==> config.mk <==
export PLATFORM = sky130hd
export DESIGN_NAME = stcg_div_cell
export DESIGN_NICKNAME = d
export VERILOG_FILES = /design/src/rtl/stcg_pkg.sv /design/src/rtl/stcg_div_cell.sv
export SDC_FILE = /design/constraint.sdc
export NUM_CORES = 1
export LEC_CHECK = 0
export BUFFER_PORTS_ARGS = -buffer_cell sky130_fd_sc_hd__buf_2
export CAP_MARGIN = 20
export CELL_PAD_IN_SITES_DETAIL_PLACEMENT = 2
export CELL_PAD_IN_SITES_GLOBAL_PLACEMENT = 2
export CORE_MARGIN = 2
export CORE_UTILIZATION = 31
export CTS_CLUSTER_SIZE = 12
export DETAILED_ROUTE_END_ITERATION = 8
export PLACE_DENSITY_LB_ADDON = 0.1
export RECOVER_POWER = 25
export SKIP_LAST_GASP = 1
export SLEW_MARGIN = 0
export SYNTH_ARGS = -nofsm -noshare
export SYNTH_HDL_FRONTEND = slang
export SYNTH_SLANG_ARGS = --single-unit
==> constraint.sdc <==
create_clock -name clk -period 0.9 [get_ports clk]
set_input_delay 0.18 -clock clk [delete_from_list [all_inputs] [get_ports clk]]
set_output_delay 0.18 -clock clk [all_outputs]
set_load 0.01 [all_outputs]
==> src/rtl/stcg_pkg.sv <==
// ----------------------------------------------------------------------------
// stcg_pkg
// Types and constants of the spherical texture coordinate pipeline.
// ----------------------------------------------------------------------------
`default_nettype none

package stcg_pkg;

	localparam logic [31:0] Q30_ONE    = 32'h4000_0000;
	localparam logic [30:0] INV_PI_Q32 = 31'd1367130551;

	// arc cosine polynomial in Q2.30, lowest order first
	localparam logic signed [31:0] ACOS_POLY [8] = '{
		32'sd1686629690, -32'sd230423709, 32'sd95540460, -32'sd53874249,
		32'sd33169905, -32'sd18348235, 32'sd7161955, -32'sd1355590
	};

	typedef enum logic [1:0] {
		CFG_CENTER_X = 2'd0,
		CFG_CENTER_Y = 2'd1,
		CFG_CENTER_Z = 2'd2
	} cfg_idx_t;

	// carried alongside the radius root
	typedef struct packed {
		logic [31:0] my;
		logic [31:0] mz;
		logic        sy;
		logic        sz;
	} rad_side_t;

	// dual-lane restoring divider state
	typedef struct packed {
		logic [31:0] den;
		logic [32:0] rem_z;
		logic [32:0] rem_y;
		logic [30:0] quo_z;
		logic [30:0] quo_y;
		logic        ovf_z;
		logic        ovf_y;
		logic        sz;
		logic        sy;
	} div_t;

	// dual-lane horner state
	typedef struct packed {
		logic signed [32:0] p_z;
		logic signed [32:0] p_y;
		logic [30:0]        q_z;
		logic [30:0]        q_y;
		logic               sz;
		logic               sy;
	} poly_t;

	// carried alongside the second root
	typedef struct packed {
		logic        neg;
		logic [31:0] p;
	} ang_side_t;

endpackage

`default_nettype wire

==> src/rtl/stcg_div_cell.sv <==
// ----------------------------------------------------------------------------
// stcg_div_cell
// One quotient bit of the z and y ratio dividers.
// ----------------------------------------------------------------------------
`default_nettype none

module stcg_div_cell (
	input  wire logic    clk,
	input  wire logic    arst_n,
	input  wire logic    en,
	input  wire logic    valid_i,
	input  stcg_pkg::div_t div_i,
	output logic         valid_o,
	output stcg_pkg::div_t div_o
);

	import stcg_pkg::*;

	logic [32:0] den;
	logic        ge_z;
	logic        ge_y;
	logic [32:0] rz;
	logic [32:0] ry;
	div_t        div_nxt;

	assign den  = {1'b0, div_i.den};
	assign ge_z = div_i.rem_z >= den;
	assign ge_y = div_i.rem_y >= den;
	assign rz   = ge_z ? div_i.rem_z - den : div_i.rem_z;
	assign ry   = ge_y ? div_i.rem_y - den : div_i.rem_y;

	always_comb begin
		div_nxt       = div_i;
		div_nxt.rem_z = {rz[31:0], 1'b0};
		div_nxt.rem_y = {ry[31:0], 1'b0};
		div_nxt.quo_z = {div_i.quo_z[29:0], ge_z};
		div_nxt.quo_y = {div_i.quo_y[29:0], ge_y};
	end

	always_ff @(posedge clk or negedge arst_n) begin
		if (!arst_n) begin
			valid_o <= 1'b0;
		end else if (en) begin
			valid_o <= valid_i;
		end
	end

	always_ff @(posedge clk) begin
		if (en) begin
			div_o <= div_nxt;
		end
	end

endmodule

`default_nettype wire

==> out/results.ini <==
[worst_setup_path]
crit_path_frequent_cell=buf_4
critPathMaxStageDelay_ns=0.38
cp-start-kind=primary input
arrival_ns=3.20
crit_slowest_cell=a31oi_1
worstSetupPathType=primary input to flop
crit_required_ns=1.13
crit_family=compound AO/OA/AOI/OAI gates
worst-path-max-fanout=4
worst-path-buf-inv=4
crit_chain=buf_2 -> ha_4 -> a21oi_1 -> o21ai_1 -> a31oi_2 -> buf_4 -> buf_4 -> o211ai_1 -> buf_4 -> a41o_1 -> a31oi_1 -> xnor2_1 -> mux2_4
end_kind=flop

[cells_and_area]
mostFrequentLayoutCell=buf_2
drive_above_1_share_pct=56.18
area_growth_syn_to_layout_pct=81.73
post-route-util_pct=57.29
nNetsFinal=1709
mostFrequentLayoutCells=307 x buf_2, 253 x buf_4, 162 x edfxtp_1, 93 x dlygate4sd3_1, 45 x nand2_1
fillCellCount=2702

[detailed_routing]
drt-pass1-iter-count=5
drtAntennaViolNets=0
drc=0
vias_per_cell=5.857
routed_wl_mm=70.77
avgRoutedWirePerCell_microns=37.60
vias=11020
drtIter0Drc=889

[pwr]
sequentialPowerShare_pct=33.6
swShare_pct=38.14
p_leak_nw=7.367
report.power.total_mw=29.59
intPower_mw=18.30
p_sw_mw=11.28
clockPowerShare_pct=28.2
ir_worst_vdd_uv=1169
combPwrFrac_pct=38.2
p_per_area_mw_per_mm2=1795

[sta]
slew_violations=0
layout_setup_ws_ns=-2.062
skew_ns=0
finalHoldViolations=0
rsz0062_at_grt=true
setup_viol=229
final.period_utilization_pct=329.1
relSlewSlack_pct=47.25
fmax_mhz=337.6
min_period_ns=2.962
max_slew.worst_pin.slew_ns=0.7892
setup_tns_ns=-177.13

[placed_design]
globalplace.congestion=0.8312
pre_cts_ws_ns=-2.406
dp_hpwl_mm=29.94
port_buffers=328

[grt]
track_usage_pct=33.83
grt.met1_usage_pct=35.29
grt_pass1_vias=11460
grt_antenna_before_repair=7
grt_pass1_wl_mm=76.15
grt_busiest_layer=met2
grt_use_met3_pct=7.507
grt_util_met2_pct=63.46
grt_max_degree=54
grt.overflow.total=0

[die]
rows=62
initial_core_util_pct=31.52
pin_count=333
die_x_microns=175.1
core_sq_mm=0.02878
die_area_sq_mm=0.03065
die_y_microns=175.1

[cts]
clockBufferDepth=2
numCtsBuffers=17
path_clk_slew_ns=0.09
cts_sinks=163
cts_root_buffer=clkbuf_16
htreeDepth=4
clk_latency_ns=0.48
cts_tree=built

[hold_path]
worst_hold_path_type=primary input to flop

[synth]
synthFlopType=edfxtp_1
synth_compound_gate_area_share_pct=14.12
synthCells=775
ys_seq_elements=163
synth_top_area_share_pct=53.62
ys_types=56
synth_xor_area_share_pct=5.696
synth_area_leaders=edfxtp_1 54%, ha_1 8.8%, mux2_1 3.4%
yosys.area_share.adder_pct=9.268
synth_edf_count=162
synth-seq-area-share_pct=53.90
synthMuxAreaShare_pct=4.317
synth_top_cell_by_area=edfxtp_1
synth-simple-area-share_pct=9.171
avgSynthCellArea_sq_um=11.71
synth-async-reset-ratio_pct=0.6135
netlist_area_sq_mm=0.009072
synth_warnings=0
synth_top_family_by_area=compound AO/OA/AOI/OAI gates

[status]
failed_checks=negative setup slack
outcome=finished with violations

[job]
drv_cap=0

layer usage:
layer	up-vias	wire length, microns
met1	5494	23570
li1	4310	-
met2	850	36130
met4	0	6269
met3	368	4802
met5	-	0
synth_stat cells (6+ instances only):
library cell	count
nor2_1	30
a21oi_1	54
a21o_1	27
mux2_2	6
nand2_1	64
o21ai_0	57
mux2_1	27
nor2b_1	13
edfxtp_1	162
nand4_1	14
ha_1	64
nand2b_1	9
xnor2_1	30
xor2_1	29
inv_1	49
o21bai_1	6
clkbuf_1	21
a31oi_1	12
and3_1	6
nand3_1	13
nor3_1	6
power groups by stage:
stage	Sequential, mW	Clock (mW)	Combinational [mW]
3_5_place_dp	9.90	0	7.14
3_3_place_gp	9.84	0	6.83
6_report	9.95	8.34	11.3
5_1_grt	9.97	8.56	11.4
4_1_cts	9.76	7.99	9.08
2_1_floorplan	10.3	0	3.01
final timing paths:
kind / start / end / slack, ns / cells after the start
min: div_i[141] / div_o[141]$_DFFE_PP_ / 0.01 / 2
max: div_i[78] / div_o[94]$_DFFE_PP_ / -2.06 / 13
max reg2reg: valid_o$_DFFE_PN0P_ / valid_o$_DFFE_PN0P_ / 0.11 / 1
min reg2reg: valid_o$_DFFE_PN0P_ / valid_o$_DFFE_PN0P_ / 0.58 / 1
max in group asynchronous: arst_n / valid_o$_DFFE_PN0P_ / 0.78 / 2
min in group asynchronous: arst_n / valid_o$_DFFE_PN0P_ / 0.03 / 2
flip-flops by register name, indices dropped and copies added (netlist names):
| register | count |
|---|---|
| valid_o | 1 |
| div_o | 162 |
cell families after synthesis:
kind of cell	Yosys count
AO/OA/AOI/OAI	202
AND/OR/NAND/NOR	173
flip-flops	163
buffers and inverters	76
adder cells (fa/ha/maj)	66
XOR/XNOR	59
multiplexers	35
other	1
area by class of cell:
class | count | area, sq um | share of cell area, %
clock inverter | 15 | 200.2 | 1.214
inverter | 49 | 244.0 | 1.480
multi-input combinational | 538 | 4999 | 30.32
tap | 384 | 480.5 | 2.914
timing repair buffer | 706 | 5224 | 31.68
sequential | 163 | 4890 | 29.66
clock buffer | 17 | 425.4 | 2.580
antenna | 10 | 25.02 | 0.1518
through the flow:
stage,hold WS (ns),instance area (sq um),instances
floorplan,-0.1156,9410,776
global placement,-0.04079,13120,1693
detailed placement,-0.03770,13120,1693
CTS,0.009832,16010,1862
global route,0.004084,16480,1880
finish,0.01221,16490,1882
what timing repair did:
action | 4_1_cts | 5_1_grt
hold buffers | 93 | 0
setup endpoints to repair | 229 | 229
hold endpoints to repair | 93 | 0
resized for setup | 188 | 81
gates cloned | 11 | 0
pin swaps | 51 | 45
setup buffers | 35 | 14
(Power assumes the default switching activity.)
